**config.mk**
```make
export PLATFORM = sky130hd
export DESIGN_NAME = harmonic_distortion_meter
export DESIGN_NICKNAME = d
export VERILOG_FILES = /design/src/rtl/hdm_pkg.sv /design/src/rtl/hdm_front.sv /design/src/rtl/hdm_frame_queue.sv /design/src/rtl/hdm_back.sv /design/src/rtl/harmonic_distortion_meter.sv
export SDC_FILE = /design/constraint.sdc
export NUM_CORES = 2
export LEC_CHECK = 0
export ABC_AREA = 1
export BUFFER_PORTS_ARGS = -buffer_cell sky130_fd_sc_hd__buf_2
export CAP_MARGIN = 20
export CORE_AREA = 2 2 591 299
export CTS_BUF_LIST = sky130_fd_sc_hd__clkbuf_8
export CTS_CLUSTER_SIZE = 10
export DETAILED_ROUTE_END_ITERATION = 7
export DIE_AREA = 0 0 593 301
export PLACE_DENSITY_LB_ADDON = 0.3
export SETUP_SLACK_MARGIN = 0.3
export SYNTH_ARGS = -nofsm -noshare
export SYNTH_HDL_FRONTEND = slang
export SYNTH_HIERARCHICAL = 1
export SYNTH_SLANG_ARGS = --single-unit
export TNS_END_PERCENT = 50
```
**constraint.sdc**
```tcl
create_clock -name clk_i -period 9.55 [get_ports clk_i]
set_input_delay 0.955 -clock clk_i [delete_from_list [all_inputs] [get_ports clk_i]]
set_output_delay 0.955 -clock clk_i [all_outputs]
set_load 0.03 [all_outputs]
```
**src/rtl/hdm_pkg.sv**
```systemverilog
`timescale 1ns / 1ps
// shared types, widths and constants of the harmonic distortion meter
// no dependencies; imported by every module of the block
package hdm_pkg;

  // frame geometry
  localparam int BIN_COUNT = 512;
  localparam int BIN_IDX_W = $clog2(BIN_COUNT + 1);
  // window compare width: holds 5 * 127 + 2 and the bin index plus 2
  localparam int CMP_W     = ((BIN_IDX_W > 10) ? BIN_IDX_W : 10) + 1;
  localparam int HARM_MAX  = 5;
  localparam int WIN_HALF  = 2;

  // datapath widths
  localparam int SMP_W     = 16;
  localparam int PWR_W     = 32;
  localparam int FSUM_W    = 35;
  localparam int HSUM_W    = 37;
  localparam int RSUM_W    = 27;
  localparam int THD_W     = 24;
  localparam int INT_BITS  = 16;
  localparam int FRAC_BITS = 32;
  localparam int QUO_W     = INT_BITS + FRAC_BITS;
  localparam int SAT_W     = FSUM_W + INT_BITS;
  localparam int ROOT_ITERS = QUO_W / 2;
  localparam int ITER_W    = $clog2(QUO_W + 1);
  localparam int FCNT_W    = 3;
  localparam int FPR_W     = 4;
  localparam int FBIN_W    = 7;
  localparam int CFG_IDX_W = 2;
  localparam int CFG_DATA_W = 32;

  localparam logic [THD_W-1:0] THD_SAT = '1;
  localparam logic [FPR_W-1:0] FPR_MAX = FPR_W'(8);

  // configuration reset values
  localparam logic [PWR_W-1:0]  THRESHOLD_RST = PWR_W'(25);
  localparam logic [FBIN_W-1:0] FBIN_RST      = FBIN_W'(80);
  localparam logic [FPR_W-1:0]  FPR_RST       = FPR_W'(3);

  // frame queue between front and back
  localparam int QDEPTH = 4;
  localparam int QPTR_W = $clog2(QDEPTH);
  localparam int QCNT_W = $clog2(QDEPTH + 1);

  typedef enum logic [CFG_IDX_W-1:0] {
    CFG_POWER_THRESHOLD   = 2'd0,
    CFG_FUNDAMENTAL_BIN   = 2'd1,
    CFG_FRAMES_PER_REPORT = 2'd2
  } cfg_index_e;

  typedef enum logic [2:0] {
    BK_IDLE,
    BK_DIVIDE,
    BK_ROOT,
    BK_ACCUM,
    BK_REPORT
  } back_state_e;

  typedef struct packed {
    logic [HSUM_W-1:0] h;
    logic [FSUM_W-1:0] f;
  } frame_t;

  typedef struct packed {
    logic   valid;
    frame_t frame;
  } frame_push_t;

  typedef struct packed {
    logic [QCNT_W-1:0] count;
    logic              empty;
  } queue_status_t;

endpackage

```
**src/rtl/hdm_front.sv**
```systemverilog
`timescale 1ns / 1ps
// front part: bin power, window classification and per-frame power sums
// depends on hdm_pkg; pushes finished frame sums into hdm_frame_queue
module hdm_front (
  input  logic                          clk_i,
  input  logic                          rst_ni,
  input  logic                          push_i,
  output logic                          full_o,
  input  logic signed [hdm_pkg::SMP_W-1:0] bin_real_i,
  input  logic signed [hdm_pkg::SMP_W-1:0] bin_imag_i,
  input  logic                          last_bin_i,
  input  logic [hdm_pkg::PWR_W-1:0]     power_threshold_i,
  input  logic [hdm_pkg::FBIN_W-1:0]    fundamental_bin_i,
  input  hdm_pkg::queue_status_t        qstat_i,
  output hdm_pkg::frame_push_t          push_o
);
  import hdm_pkg::*;

  logic                 accept;
  logic [BIN_IDX_W-1:0] idx_q;
  logic                 in_range;
  logic [HARM_MAX-1:0]  hit;
  logic [2:0]           hcnt;

  // stage 0: registered bin and its window class
  logic                    v0_q, last0_q, use0_q, fund0_q;
  logic [2:0]              hc0_q;
  logic signed [SMP_W-1:0] re0_q, im0_q;
  // stage 1: squares
  logic                    v1_q, last1_q, use1_q, fund1_q;
  logic [2:0]              hc1_q;
  logic [PWR_W-1:0]        sqr1_q, sqi1_q;
  logic signed [PWR_W-1:0] sq_re, sq_im;
  // stage 2: thresholded power
  logic                    v2_q, last2_q, fund2_q;
  logic [2:0]              hc2_q;
  logic [PWR_W-1:0]        p2_q, pwr;
  // sums
  logic [FSUM_W-1:0]       fsum_q, fsum_n, fadd;
  logic [HSUM_W-1:0]       hsum_q, hsum_n, hadd;
  logic [QCNT_W:0]         inflight, credit;

  assign accept   = push_i & ~full_o;
  assign in_range = idx_q < BIN_IDX_W'(BIN_COUNT);

  // window hits around f, 2f .. 5f
  always_comb begin
    logic [CMP_W-1:0] pos;
    logic [CMP_W-1:0] hf;
    pos = CMP_W'(idx_q);
    for (int h = 1; h <= HARM_MAX; h++) begin
      hf = CMP_W'(fundamental_bin_i) * CMP_W'(h);
      hit[h-1] = (pos + CMP_W'(WIN_HALF) >= hf) && (pos <= hf + CMP_W'(WIN_HALF));
    end
  end

  assign hcnt = 3'(hit[1]) + 3'(hit[2]) + 3'(hit[3]) + 3'(hit[4]);

  // bin index within the frame, held at the bin count until last bin
  always_ff @(posedge clk_i or negedge rst_ni) begin
    if (!rst_ni) begin
      idx_q <= '0;
    end else if (accept) begin
      if (last_bin_i) begin
        idx_q <= '0;
      end else if (in_range) begin
        idx_q <= idx_q + BIN_IDX_W'(1);
      end
    end
  end

  // pipeline valid and end-of-frame flags
  always_ff @(posedge clk_i or negedge rst_ni) begin
    if (!rst_ni) begin
      v0_q    <= 1'b0;
      v1_q    <= 1'b0;
      v2_q    <= 1'b0;
      last0_q <= 1'b0;
      last1_q <= 1'b0;
      last2_q <= 1'b0;
    end else begin
      v0_q    <= accept;
      v1_q    <= v0_q;
      v2_q    <= v1_q;
      last0_q <= accept & last_bin_i;
      last1_q <= v0_q & last0_q;
      last2_q <= v1_q & last1_q;
    end
  end

  assign sq_re = re0_q * re0_q;
  assign sq_im = im0_q * im0_q;
  assign pwr   = sqr1_q + sqi1_q;

  // pipeline payload
  always_ff @(posedge clk_i) begin
    re0_q   <= bin_real_i;
    im0_q   <= bin_imag_i;
    use0_q  <= in_range;
    fund0_q <= hit[0];
    hc0_q   <= hcnt;
    sqr1_q  <= unsigned'(sq_re);
    sqi1_q  <= unsigned'(sq_im);
    use1_q  <= use0_q;
    fund1_q <= fund0_q;
    hc1_q   <= hc0_q;
    p2_q    <= (use1_q && (pwr > power_threshold_i)) ? pwr : '0;
    fund2_q <= fund1_q;
    hc2_q   <= hc1_q;
  end

  // accumulate window powers
  assign fadd   = fund2_q ? FSUM_W'(p2_q) : '0;
  assign hadd   = HSUM_W'(p2_q) * HSUM_W'(hc2_q);
  assign fsum_n = fsum_q + fadd;
  assign hsum_n = hsum_q + hadd;

  always_ff @(posedge clk_i or negedge rst_ni) begin
    if (!rst_ni) begin
      fsum_q <= '0;
      hsum_q <= '0;
    end else if (v2_q) begin
      if (last2_q) begin
        fsum_q <= '0;
        hsum_q <= '0;
      end else begin
        fsum_q <= fsum_n;
        hsum_q <= hsum_n;
      end
    end
  end

  assign push_o.valid   = v2_q & last2_q;
  assign push_o.frame.h = hsum_n;
  assign push_o.frame.f = fsum_n;

  // hold off new bins while every queue slot is spoken for
  assign inflight = (QCNT_W+1)'(last0_q) + (QCNT_W+1)'(last1_q) + (QCNT_W+1)'(last2_q);
  assign credit   = (QCNT_W+1)'(qstat_i.count) + inflight;
  assign full_o   = credit >= (QCNT_W+1)'(QDEPTH);

endmodule

```
**src/rtl/hdm_frame_queue.sv**
```systemverilog
`timescale 1ns / 1ps
// short queue of frame power sums between front and back parts
// depends on hdm_pkg
module hdm_frame_queue (
  input  logic                   clk_i,
  input  logic                   rst_ni,
  input  hdm_pkg::frame_push_t   push_i,
  input  logic                   pop_i,
  output hdm_pkg::frame_t        frame_o,
  output hdm_pkg::queue_status_t status_o
);
  import hdm_pkg::*;

  frame_t            mem_q [QDEPTH];
  logic [QPTR_W-1:0] wr_q, rd_q;
  logic [QCNT_W-1:0] count_q;

  // entry storage
  always_ff @(posedge clk_i) begin
    if (push_i.valid) begin
      mem_q[wr_q] <= push_i.frame;
    end
  end

  // pointers and fill level
  always_ff @(posedge clk_i or negedge rst_ni) begin
    if (!rst_ni) begin
      wr_q    <= '0;
      rd_q    <= '0;
      count_q <= '0;
    end else begin
      if (push_i.valid) begin
        wr_q <= wr_q + QPTR_W'(1);
      end
      if (pop_i) begin
        rd_q <= rd_q + QPTR_W'(1);
      end
      if (push_i.valid && !pop_i) begin
        count_q <= count_q + QCNT_W'(1);
      end else if (!push_i.valid && pop_i) begin
        count_q <= count_q - QCNT_W'(1);
      end
    end
  end

  assign frame_o        = mem_q[rd_q];
  assign status_o.count = count_q;
  assign status_o.empty = (count_q == '0);

`ifndef SYNTHESIS
  a_no_overflow: assert property (@(posedge clk_i) disable iff (!rst_ni)
    push_i.valid |-> (count_q < QCNT_W'(QDEPTH)) || pop_i)
    else $error("frame queue written while full");
  a_no_underflow: assert property (@(posedge clk_i) disable iff (!rst_ni)
    pop_i |-> (count_q != '0))
    else $error("frame queue read while empty");
  a_count_bound: assert property (@(posedge clk_i) disable iff (!rst_ni)
    count_q <= QCNT_W'(QDEPTH))
    else $error("frame queue level out of range");
`endif

endmodule

```
**src/rtl/hdm_back.sv**
```systemverilog
`timescale 1ns / 1ps
// back part: per-frame ratio divide and square root, frame averaging, result register
// depends on hdm_pkg; takes frames from hdm_frame_queue
module hdm_back (
  input  logic                       clk_i,
  input  logic                       rst_ni,
  input  hdm_pkg::frame_t            frame_i,
  input  hdm_pkg::queue_status_t     qstat_i,
  output logic                       frame_pop_o,
  input  logic [hdm_pkg::FPR_W-1:0]  frames_per_report_i,
  output logic                       empty_o,
  input  logic                       pop_i,
  output logic [hdm_pkg::THD_W-1:0]  thd_average_o,
  output logic                       no_fundamental_o
);
  import hdm_pkg::*;

  back_state_e       state_q, state_d;
  logic [FSUM_W-1:0] rem_q, rem_d, dvs_q, dvs_d;
  logic [QUO_W-1:0]  dvd_q, dvd_d, root_q, root_d, bit_q, bit_d;
  logic [ITER_W-1:0] cnt_q, cnt_d;
  logic              avg_mode_q, avg_mode_d;
  logic [THD_W-1:0]  thd_q, thd_d;
  logic              zero_q, zero_d;
  logic [RSUM_W-1:0] rsum_q, rsum_d;
  logic [FCNT_W-1:0] fcnt_q, fcnt_d;
  logic              fault_q, fault_d, rfault_q, rfault_d;
  logic              res_valid_q, res_valid_d, res_nf_q, res_nf_d;
  logic [THD_W-1:0]  res_thd_q, res_thd_d;

  logic              frame_zero, frame_sat;
  logic [FSUM_W:0]   rem_sh;
  logic              div_ge;
  logic [FSUM_W-1:0] div_rem;
  logic [QUO_W-1:0]  rt_try, rt_root;
  logic              rt_ge;
  logic [FPR_W-1:0]  n_frames;
  logic [RSUM_W-1:0] sum_new;
  logic [FCNT_W:0]   cnt_new;
  logic              report;

  // frame classification
  assign frame_zero = (frame_i.f == '0);
  assign frame_sat  = SAT_W'(frame_i.h) >= SAT_W'({frame_i.f, INT_BITS'(0)});

  // one restoring divide step
  assign rem_sh  = {rem_q, dvd_q[QUO_W-1]};
  assign div_ge  = rem_sh >= {1'b0, dvs_q};
  assign div_rem = div_ge ? FSUM_W'(rem_sh - {1'b0, dvs_q}) : FSUM_W'(rem_sh);

  // one square root step, radicand kept in the divider quotient register
  assign rt_try  = root_q + bit_q;
  assign rt_ge   = dvd_q >= rt_try;
  assign rt_root = rt_ge ? ((root_q >> 1) + bit_q) : (root_q >> 1);

  // frame averaging bookkeeping
  assign n_frames = (frames_per_report_i == '0) ? FPR_W'(1) :
                    (frames_per_report_i > FPR_MAX) ? FPR_MAX : frames_per_report_i;
  assign sum_new  = rsum_q + RSUM_W'(thd_q);
  assign cnt_new  = {1'b0, fcnt_q} + (FCNT_W+1)'(1);
  assign report   = cnt_new >= (FCNT_W+1)'(n_frames);

  // next state
  always_comb begin
    state_d = state_q;
    unique case (state_q)
      BK_IDLE: begin
        if (!qstat_i.empty) begin
          state_d = (frame_zero || frame_sat) ? BK_ACCUM : BK_DIVIDE;
        end
      end
      BK_DIVIDE: begin
        if (cnt_q == ITER_W'(1)) begin
          state_d = avg_mode_q ? BK_REPORT : BK_ROOT;
        end
      end
      BK_ROOT: begin
        if (cnt_q == ITER_W'(1)) begin
          state_d = BK_ACCUM;
        end
      end
      BK_ACCUM: begin
        state_d = report ? BK_DIVIDE : BK_IDLE;
      end
      BK_REPORT: begin
        if (!res_valid_q) begin
          state_d = BK_IDLE;
        end
      end
      default: state_d = BK_IDLE;
    endcase
  end

  // datapath and outputs per state
  always_comb begin
    frame_pop_o = 1'b0;
    rem_d       = rem_q;
    dvs_d       = dvs_q;
    dvd_d       = dvd_q;
    root_d      = root_q;
    bit_d       = bit_q;
    cnt_d       = cnt_q;
    avg_mode_d  = avg_mode_q;
    thd_d       = thd_q;
    zero_d      = zero_q;
    rsum_d      = rsum_q;
    fcnt_d      = fcnt_q;
    fault_d     = fault_q;
    rfault_d    = rfault_q;
    res_valid_d = res_valid_q;
    res_thd_d   = res_thd_q;
    res_nf_d    = res_nf_q;

    // result taken by the consumer
    if (pop_i && res_valid_q) begin
      res_valid_d = 1'b0;
    end

    unique case (state_q)
      BK_IDLE: begin
        if (!qstat_i.empty) begin
          frame_pop_o = 1'b1;
          zero_d      = frame_zero;
          thd_d       = THD_SAT;
          rem_d       = FSUM_W'(frame_i.h >> INT_BITS);
          dvd_d       = QUO_W'({frame_i.h[INT_BITS-1:0], FRAC_BITS'(0)});
          dvs_d       = frame_i.f;
          cnt_d       = ITER_W'(QUO_W);
          avg_mode_d  = 1'b0;
        end
      end
      BK_DIVIDE: begin
        rem_d = div_rem;
        dvd_d = {dvd_q[QUO_W-2:0], div_ge};
        cnt_d = cnt_q - ITER_W'(1);
        if (cnt_q == ITER_W'(1) && !avg_mode_q) begin
          root_d = '0;
          bit_d  = QUO_W'(1) << (QUO_W - 2);
          cnt_d  = ITER_W'(ROOT_ITERS);
        end
      end
      BK_ROOT: begin
        if (rt_ge) begin
          dvd_d = dvd_q - rt_try;
        end
        root_d = rt_root;
        bit_d  = bit_q >> 2;
        cnt_d  = cnt_q - ITER_W'(1);
        if (cnt_q == ITER_W'(1)) begin
          thd_d = THD_W'(rt_root);
        end
      end
      BK_ACCUM: begin
        if (report) begin
          dvd_d      = QUO_W'({sum_new, (QUO_W-RSUM_W)'(0)});
          rem_d      = '0;
          dvs_d      = FSUM_W'(n_frames);
          cnt_d      = ITER_W'(RSUM_W);
          avg_mode_d = 1'b1;
          rfault_d   = fault_q | zero_q;
          rsum_d     = '0;
          fcnt_d     = '0;
          fault_d    = 1'b0;
        end else begin
          rsum_d  = sum_new;
          fcnt_d  = cnt_new[FCNT_W-1:0];
          fault_d = fault_q | zero_q;
        end
      end
      BK_REPORT: begin
        if (!res_valid_q) begin
          res_valid_d = 1'b1;
          res_thd_d   = (dvd_q[RSUM_W-1:0] > RSUM_W'(THD_SAT)) ? THD_SAT
                                                                : THD_W'(dvd_q[RSUM_W-1:0]);
          res_nf_d    = rfault_q;
        end
      end
      default: ;
    endcase
  end

  // control state
  always_ff @(posedge clk_i or negedge rst_ni) begin
    if (!rst_ni) begin
      state_q     <= BK_IDLE;
      cnt_q       <= '0;
      avg_mode_q  <= 1'b0;
      rsum_q      <= '0;
      fcnt_q      <= '0;
      fault_q     <= 1'b0;
      res_valid_q <= 1'b0;
    end else begin
      state_q     <= state_d;
      cnt_q       <= cnt_d;
      avg_mode_q  <= avg_mode_d;
      rsum_q      <= rsum_d;
      fcnt_q      <= fcnt_d;
      fault_q     <= fault_d;
      res_valid_q <= res_valid_d;
    end
  end

  // arithmetic payload
  always_ff @(posedge clk_i) begin
    rem_q     <= rem_d;
    dvs_q     <= dvs_d;
    dvd_q     <= dvd_d;
    root_q    <= root_d;
    bit_q     <= bit_d;
    thd_q     <= thd_d;
    zero_q    <= zero_d;
    rfault_q  <= rfault_d;
    res_thd_q <= res_thd_d;
    res_nf_q  <= res_nf_d;
  end

  assign empty_o          = ~res_valid_q;
  assign thd_average_o    = res_thd_q;
  assign no_fundamental_o = res_nf_q;

`ifndef SYNTHESIS
  a_div_nonzero: assert property (@(posedge clk_i) disable iff (!rst_ni)
    (state_q == BK_DIVIDE) |-> (dvs_q != '0))
    else $error("divide started with zero divisor");
  a_root_bit: assert property (@(posedge clk_i) disable iff (!rst_ni)
    (state_q == BK_ROOT) |-> $onehot(bit_q))
    else $error("square root step bit lost");
  a_result_source: assert property (@(posedge clk_i) disable iff (!rst_ni)
    $rose(res_valid_q) |-> $past(state_q == BK_REPORT))
    else $error("result register loaded outside report");
`endif

endmodule

```
**src/rtl/harmonic_distortion_meter.sv**
```systemverilog
`timescale 1ns / 1ps
// top level of the harmonic distortion meter: configuration registers and part wiring
// depends on hdm_pkg, hdm_front, hdm_frame_queue and hdm_back
//
//  channel  handshake              payload
//  bins     push_i / full_o        bin_real_i, bin_imag_i, last_bin_i
//  results  empty_o / pop_i        thd_average_o, no_fundamental_o
//  config   cfg_valid_i / cfg_ready_o  cfg_index_i, cfg_data_i
//
// the front takes one bin per cycle while full_o is low; its three-stage power
// pipeline lies between the bin inputs and the four-entry frame queue
// the back loads each frame, runs 48 divide and 24 root steps and accumulates, plus
// 27 divide steps and a result load on a report; full_o rises while four frames are
// queued or in the pipeline, so short frames wait on the back's divide and root
// reset clears all control state at once; there is no clearing pass
module harmonic_distortion_meter (
  input  logic                               clk_i,
  input  logic                               rst_ni,
  input  logic                               push_i,
  output logic                               full_o,
  input  logic signed [hdm_pkg::SMP_W-1:0]   bin_real_i,
  input  logic signed [hdm_pkg::SMP_W-1:0]   bin_imag_i,
  input  logic                               last_bin_i,
  output logic                               empty_o,
  input  logic                               pop_i,
  output logic [hdm_pkg::THD_W-1:0]          thd_average_o,
  output logic                               no_fundamental_o,
  input  logic                               cfg_valid_i,
  output logic                               cfg_ready_o,
  input  logic [hdm_pkg::CFG_IDX_W-1:0]      cfg_index_i,
  input  logic [hdm_pkg::CFG_DATA_W-1:0]     cfg_data_i
);
  import hdm_pkg::*;

  logic [PWR_W-1:0]  threshold_q;
  logic [FBIN_W-1:0] fbin_q;
  logic [FPR_W-1:0]  fpr_q;
  frame_push_t       push;
  frame_t            head;
  queue_status_t     qstat;
  logic              frame_pop;

  assign cfg_ready_o = 1'b1;

  // configuration registers
  always_ff @(posedge clk_i or negedge rst_ni) begin
    if (!rst_ni) begin
      threshold_q <= THRESHOLD_RST;
      fbin_q      <= FBIN_RST;
      fpr_q       <= FPR_RST;
    end else if (cfg_valid_i && cfg_ready_o) begin
      unique case (cfg_index_i)
        CFG_POWER_THRESHOLD:   threshold_q <= cfg_data_i[PWR_W-1:0];
        CFG_FUNDAMENTAL_BIN:   fbin_q      <= cfg_data_i[FBIN_W-1:0];
        CFG_FRAMES_PER_REPORT: fpr_q       <= cfg_data_i[FPR_W-1:0];
        default: ;
      endcase
    end
  end

  // bin intake and frame sums
  hdm_front u_front (
    .clk_i             (clk_i),
    .rst_ni            (rst_ni),
    .push_i            (push_i),
    .full_o            (full_o),
    .bin_real_i        (bin_real_i),
    .bin_imag_i        (bin_imag_i),
    .last_bin_i        (last_bin_i),
    .power_threshold_i (threshold_q),
    .fundamental_bin_i (fbin_q),
    .qstat_i           (qstat),
    .push_o            (push)
  );

  // frames waiting for the back part
  hdm_frame_queue u_queue (
    .clk_i    (clk_i),
    .rst_ni   (rst_ni),
    .push_i   (push),
    .pop_i    (frame_pop),
    .frame_o  (head),
    .status_o (qstat)
  );

  // ratio, root and averaging
  hdm_back u_back (
    .clk_i               (clk_i),
    .rst_ni              (rst_ni),
    .frame_i             (head),
    .qstat_i             (qstat),
    .frame_pop_o         (frame_pop),
    .frames_per_report_i (fpr_q),
    .empty_o             (empty_o),
    .pop_i               (pop_i),
    .thd_average_o       (thd_average_o),
    .no_fundamental_o    (no_fundamental_o)
  );

endmodule

```
# Word level (Yosys, flattened, before mapping)

Memory sizes are Yosys's and may differ from the RTL's.
Cells that the tools add are included.

Register bits after elaboration: 587
Memories kept: 1
RAM bits: 288
Word-level logic and storage cells: 213

$lt $le $gt $ge: 19
Multipliers: 5
$add $sub $neg: 27
Muxes and demuxes: 53
Reduce and logical (&&, ||, !) cells: 40
Equal/unequal tests: 14
Bitwise gates (word level): 9

Memory list:

| name          | depth | bits a word | rd ports | clocked after Yosys merged registers in | write ports | line                  | text |
|---|---|---|---|---|---|---|---|
| u_queue.mem_q | 4     | 72          | 1        | 0                                       | 1           | hdm_frame_queue.sv:14 | `frame_t mem_q [QDEPTH];` |

Operator list:

| kind                                                           | number |
|---|---|
| 48-bit 2-to-1 mux                                              | 6 |
| 35-bit 2-to-1 mux                                              | 6 |
| 48-bit case mux with 2 select lines                            | 2 |
| 48-bit case mux with 4 select lines                            | 1 |
| 35-bit case mux with 3 select lines                            | 1 |
| 35-bit case mux with 2 select lines                            | 1 |
| 16-bit by 16-bit multiplier with 32-bit output                 | 2 |
| 10-bit by 11-bit less-or-equal comparator with 1-bit output    | 5 |
| 37-bit by 51-bit greater-or-equal comparator with 1-bit output | 1 |
| 47-bit by 48-bit adder with 48-bit output                      | 1 |
| 48-bit adder                                                   | 1 |
| 48-bit greater-or-equal comparator                             | 1 |
| 24-bit 2-to-1 mux                                              | 2 |
| 24-bit case mux with 2 select lines                            | 1 |
| 48-bit subtractor                                              | 1 |
| 37-bit by 35-bit adder with 37-bit output                      | 1 |
| 37-bit 2-to-1 mux                                              | 1 |
| 36-bit by 35-bit greater-or-equal comparator with 1-bit output | 1 |
| 35-bit adder                                                   | 1 |
| 35-bit zero test                                               | 1 |
| 32-bit by 3-bit multiplier with 35-bit output                  | 1 |
| 35-bit subtractor                                              | 1 |
| 32-bit adder                                                   | 1 |
| 32-bit greater-than comparator                                 | 1 |
| other kinds (60)                                               | 126 |

# Depth between registers and ports, before layout

Word-level depth: 7
Mapped depth: 27
Gate-level depth less buffers: 25

# Modules after synthesis

Netlist, hierarchy kept.

Modules (own cells, without submodules):

| module                    | instances | cells each | sequential area each (um^2) | area an instance (um^2) |
|---|---|---|---|---|
| hdm_front                 | 1         | 5166       | 5004.8                      | 38476.9 |
| hdm_back                  | 1         | 3800       | 8287.9                      | 25730.9 |
| hdm_frame_queue           | 1         | 886        | 8823.5                      | 11732.5 |
| harmonic_distortion_meter | 1         | 192        | 1084.8                      | 1781.7 |

# Worst setup path after synthesis

No wires, ideal clock.

Kind: register to register
Start point: reg u_front.re0_q[5]
End point: reg u_front.sqr1_q[31]
Data required time: 9.437 ns
Setup slack: 3.532 ns
Buffers on the path: 2
Clock period less this slack: 6.018 ns
Library setup time: 0.113 ns
Cell stages (with the launch flop): 21
Arrival time: 5.905 ns
Path through: dfxtp_1 -> clkbuf_1 -> buf_1 -> nand2_1 -> fa_1 -> inv_1 -> fa_1 -> fa_1 -> fa_1 -> inv_1 -> fa_1 -> fa_1 -> inv_1 -> ha_1 -> inv_1 -> nor3_1 -> nand2_1 -> or2_0 -> and2_1 -> nand3_1 -> nand2_1

Cells in the longest elaborated chain, start to end: 1

RTL lines:

| what                                           | line             | text |
|---|---|---|
| start: declaration                             | hdm_front.sv:28  | `logic signed [SMP_W-1:0] re0_q, im0_q;` |
| start signal: assignment                       | hdm_front.sv:97  | `re0_q <= bin_real_i;` |
| 16-bit by 16-bit multiplier with 32-bit output | hdm_front.sv:91  | `assign sq_re = re0_q * re0_q;` |
| net u_front.sq_re[31]                          | hdm_front.sv:33  | `logic signed [PWR_W-1:0] sq_re, sq_im;` |
| end signal: assignment                         | hdm_front.sv:102 | `sqr1_q <= unsigned'(sq_re);` |
| end: declaration                               | hdm_front.sv:32  | `logic [PWR_W-1:0] sqr1_q, sqi1_q;` |

The timed path passes the listed nets, and every way through them passes these cells.
A chain may end at the register's enable or synchronous reset.

# Worst setup path in the final report

Start point: reg u_front.re0_q[15]
End point: reg u_front.sqr1_q[31]

The elaborated chain is that of the path after synthesis.

==> flow_summary.yaml <==
sta:
  max_freq_mhz: 150
  setup_ws_ns: 2.87
  tightest_slew_ns: 1.12
  fin_setup_tns_ns: 0
  fin_crit_ns: 6.68
  maxSlewHeadroom: 0.254
  fin_worst_skew_ns: 0.0926
  fin_crit_sh: 0.700
  rsz0062_at_grt: "false"
  hold_viol: 0
  holdWs_ns: 0.182
  setup_viol: 0
  slew_violations: 0
clock_tree:
  cts.sinks: 849
  cts.reportedPaths.clkPinSlew_ns: 0.07
  cts_tree: "built"
  clockBufferDepth: 4
  numCtsBuffers: 143
  post_cts_buffers: 0
  clkLatencyLatePin_ns: 0.91
  cts_max_level: 4
  cts_resized: 0
  cts-root-buf: "clkbuf_8"
  holdBufCountCts: 0
cells_and_area:
  nets: 11300
  layout-drive-gt1-share: 0.0508
  area_growth_syn_to_layout_pct: 7.09
  stdcell_area_mm2: 0.0832
  n_fill_cell: 17100
detailed_routing:
  drc: 0
  vias: 65400
  ant_nets: 0
  dr.pass1.iters: 7
  wl_mm: 229
  drt_iter0_drc: 5389
  vias_per_cell: 5.21
  wl_per_cell_um: 18.3
grt:
  grt.overflow.total: 0
  grt_max_degree: 93
  grt_pass1_vias: 63500
  grt_pass1_wl_mm: 357
  track_usage: 0.257
  antenna_found_initial: 2
yosys:
  synth.distinct_cells: 71
  synth-seq-cells: 849
  syn_area_per_cell_um2: 7.74
  synthFlopType: "edfxtp_1"
  synthCells: 10000
  synth_nets: 11300
  async_flop_share: 0.212
  ys_seq_area_frac: 0.299
  synth_edf_count: 529
  netlist_area_mm2: 0.0777
  yosys_warnings: 6
place:
  dpl.hpwl_mm: 182
  io_buffers: 98
  dp_slack_ns: 2.96
  placed_area_mm2: 0.0805
  place_congestion: 0.993
setup_path:
  cp-end-kind: "flop"
  reg2reg_depth: 19
  cp.arrival_ns: 7.43
  crit_fanout: 22
  cp_data_required_time_ns: 10.30
  worst-setup-path-type: "flop to flop"
  start_kind: "flop"
worst_hold_path:
  hold_class: "input port to async pin"
floorplan:
  rows: 108
  io-pin-count: 100
  initial_core_util: 0.450
  core-area_mm2: 0.173
  die_h_um: 301
  die_w_um: 593
  dieArea_mm2: 0.178
flow_run:
  drv_cap: 0
outcome:
  status: "finished, final reports clean"
-- worst paths after layout --
path	start	end	slack, ns
worst max-delay path	u_front/re0_q[15]	u_front/sqr1_q[31]	2.87
worst min-delay path	rst_ni	u_front/hsum_q[27]	0.18
worst max register to register	u_front/re0_q[15]	u_front/sqr1_q[31]	2.87
worst min register to register	u_front/v0_q	u_front/v1_q	0.32
max in group asynchronous	rst_ni	threshold_q[16]	8.04
min in group clk_i	bin_real_i[10]	u_front/re0_q[10]	0.19
-- flip-flops by register name, summed over array words and instances (netlist names), 4 cells and up --
| register | cells |
|---|---|
| u_back/rem_q | 35 |
| u_back/thd_average_o | 24 |
| u_front/sqi1_q | 31 |
| u_back/rsum_q | 27 |
| u_back/dvd_q | 48 |
| u_front/hsum_q | 37 |
| fpr_q | 4 |
| u_back/cnt_q | 6 |
| u_back/root_q | 48 |
| u_front/im0_q | 16 |
| u_front/idx_q | 10 |
| u_queue/mem_q | 288 |
| u_front/fsum_q | 35 |
| u_back/thd_q | 24 |
| u_back/dvs_q | 35 |
| threshold_q | 32 |
| fbin_q | 7 |
| u_front/p2_q | 32 |
| u_front/re0_q | 16 |
| u_back/bit_q | 24 |
| u_front/sqr1_q | 31 |
-- placed cells by master (no fill, tap or decap), types with 25 or more instances in the layout --
cell,instances
nor4_1,25
nand2_1,2694
buf_4,41
edfxtp_1,529
nand4_1,142
clkinv_2,26
xnor2_1,85
nand2_2,31
dfxtp_1,140
a21o_1,27
fa_1,541
o21ai_0,323
or2_2,27
ha_1,600
and2_1,50
buf_2,97
inv_1,2035
nand3_1,484
nor3_1,83
nand3b_1,53
xor2_1,184
a21oi_1,456
clkbuf_8,160
dfrtp_1,171
nor2_1,696
o21bai_1,56
o21ai_1,28
nor2_2,26
o211ai_1,158
-- cell usage after synthesis, types with 84 or more instances --
cell type / number / area [um2]
xnor2_1: 85 / 744
nand4_1: 142 / 888
o211ai_1: 158 / 1190
nor3_1: 84 / 420
clkbuf_1: 128 / 480
dfrtp_1: 173 / 4330
dfxtp_1: 140 / 2800
o21ai_0: 323 / 1620
nand2_1: 2695 / 10100
a21oi_1: 459 / 2300
nand3_1: 484 / 2420
ha_1: 600 / 7510
fa_1: 541 / 10800
nor2_1: 701 / 2630
edfxtp_1: 529 / 15900
xor2_1: 184 / 1610
inv_1: 1997 / 7500
-- worst max-delay path, stage by stage (launching register included) --
cell,delay (ns)
dfxtp_1,0.88
clkinv_1,0.61
or2_2,0.46
fa_1,0.49
inv_1,0.06
fa_1,0.56
fa_1,0.45
fa_1,0.51
inv_1,0.05
fa_1,0.52
fa_1,0.56
inv_1,0.04
ha_1,0.35
inv_1,0.09
nor3_1,0.31
nand2_1,0.10
or2_0,0.25
and2_1,0.14
nand3_1,0.07
nand2_1,0.05
-- final cells by class --
type | count | area [um2] | share of cell area
multi-input combinational | 6956 | 46000 | 0.552
sequential | 849 | 23200 | 0.279
inverter | 2024 | 7600 | 0.0914
tap | 2310 | 2890 | 0.0347
clock buffer | 159 | 2190 | 0.0263
timing repair buffer | 139 | 807 | 0.00970
clock inverter | 93 | 564 | 0.00678
antenna | 2 | 5.00 | 0.0000601
-- per-layer routing --
layer	track usage	vias to the layer above	wire, um
met4	0.0826	0	7640
met3	0.0313	373	12700
met1	0.345	31200	102000
met2	0.432	1855	107000
met5	0	-	0
li1	-	31900	-
-- cells by family after synthesis --
family                     after synthesis  synth area share
other                                    1         0.0000482
adders and majority gates             1141             0.236
xor gates and xnor gates               271            0.0307
and+or+nand+nor                       4364             0.236
buffers and inverters                 2239             0.111
DFF                                    849             0.299
AOI/OAI and AO/OA                     1179            0.0882
-- stage by stage --
stage | utilization | cells
2_1_floorplan | - | 10000
3_3_place_gp | 0.466 | 12300
3_5_place_dp | 0.466 | 12300
4_1_cts | 0.482 | 12500
5_1_grt | 0.482 | 12500
6_report | 0.482 | 12500
Power is not shown: default switching activity piles up to over one toggle a cycle in this logic, so the estimate is an artifact.
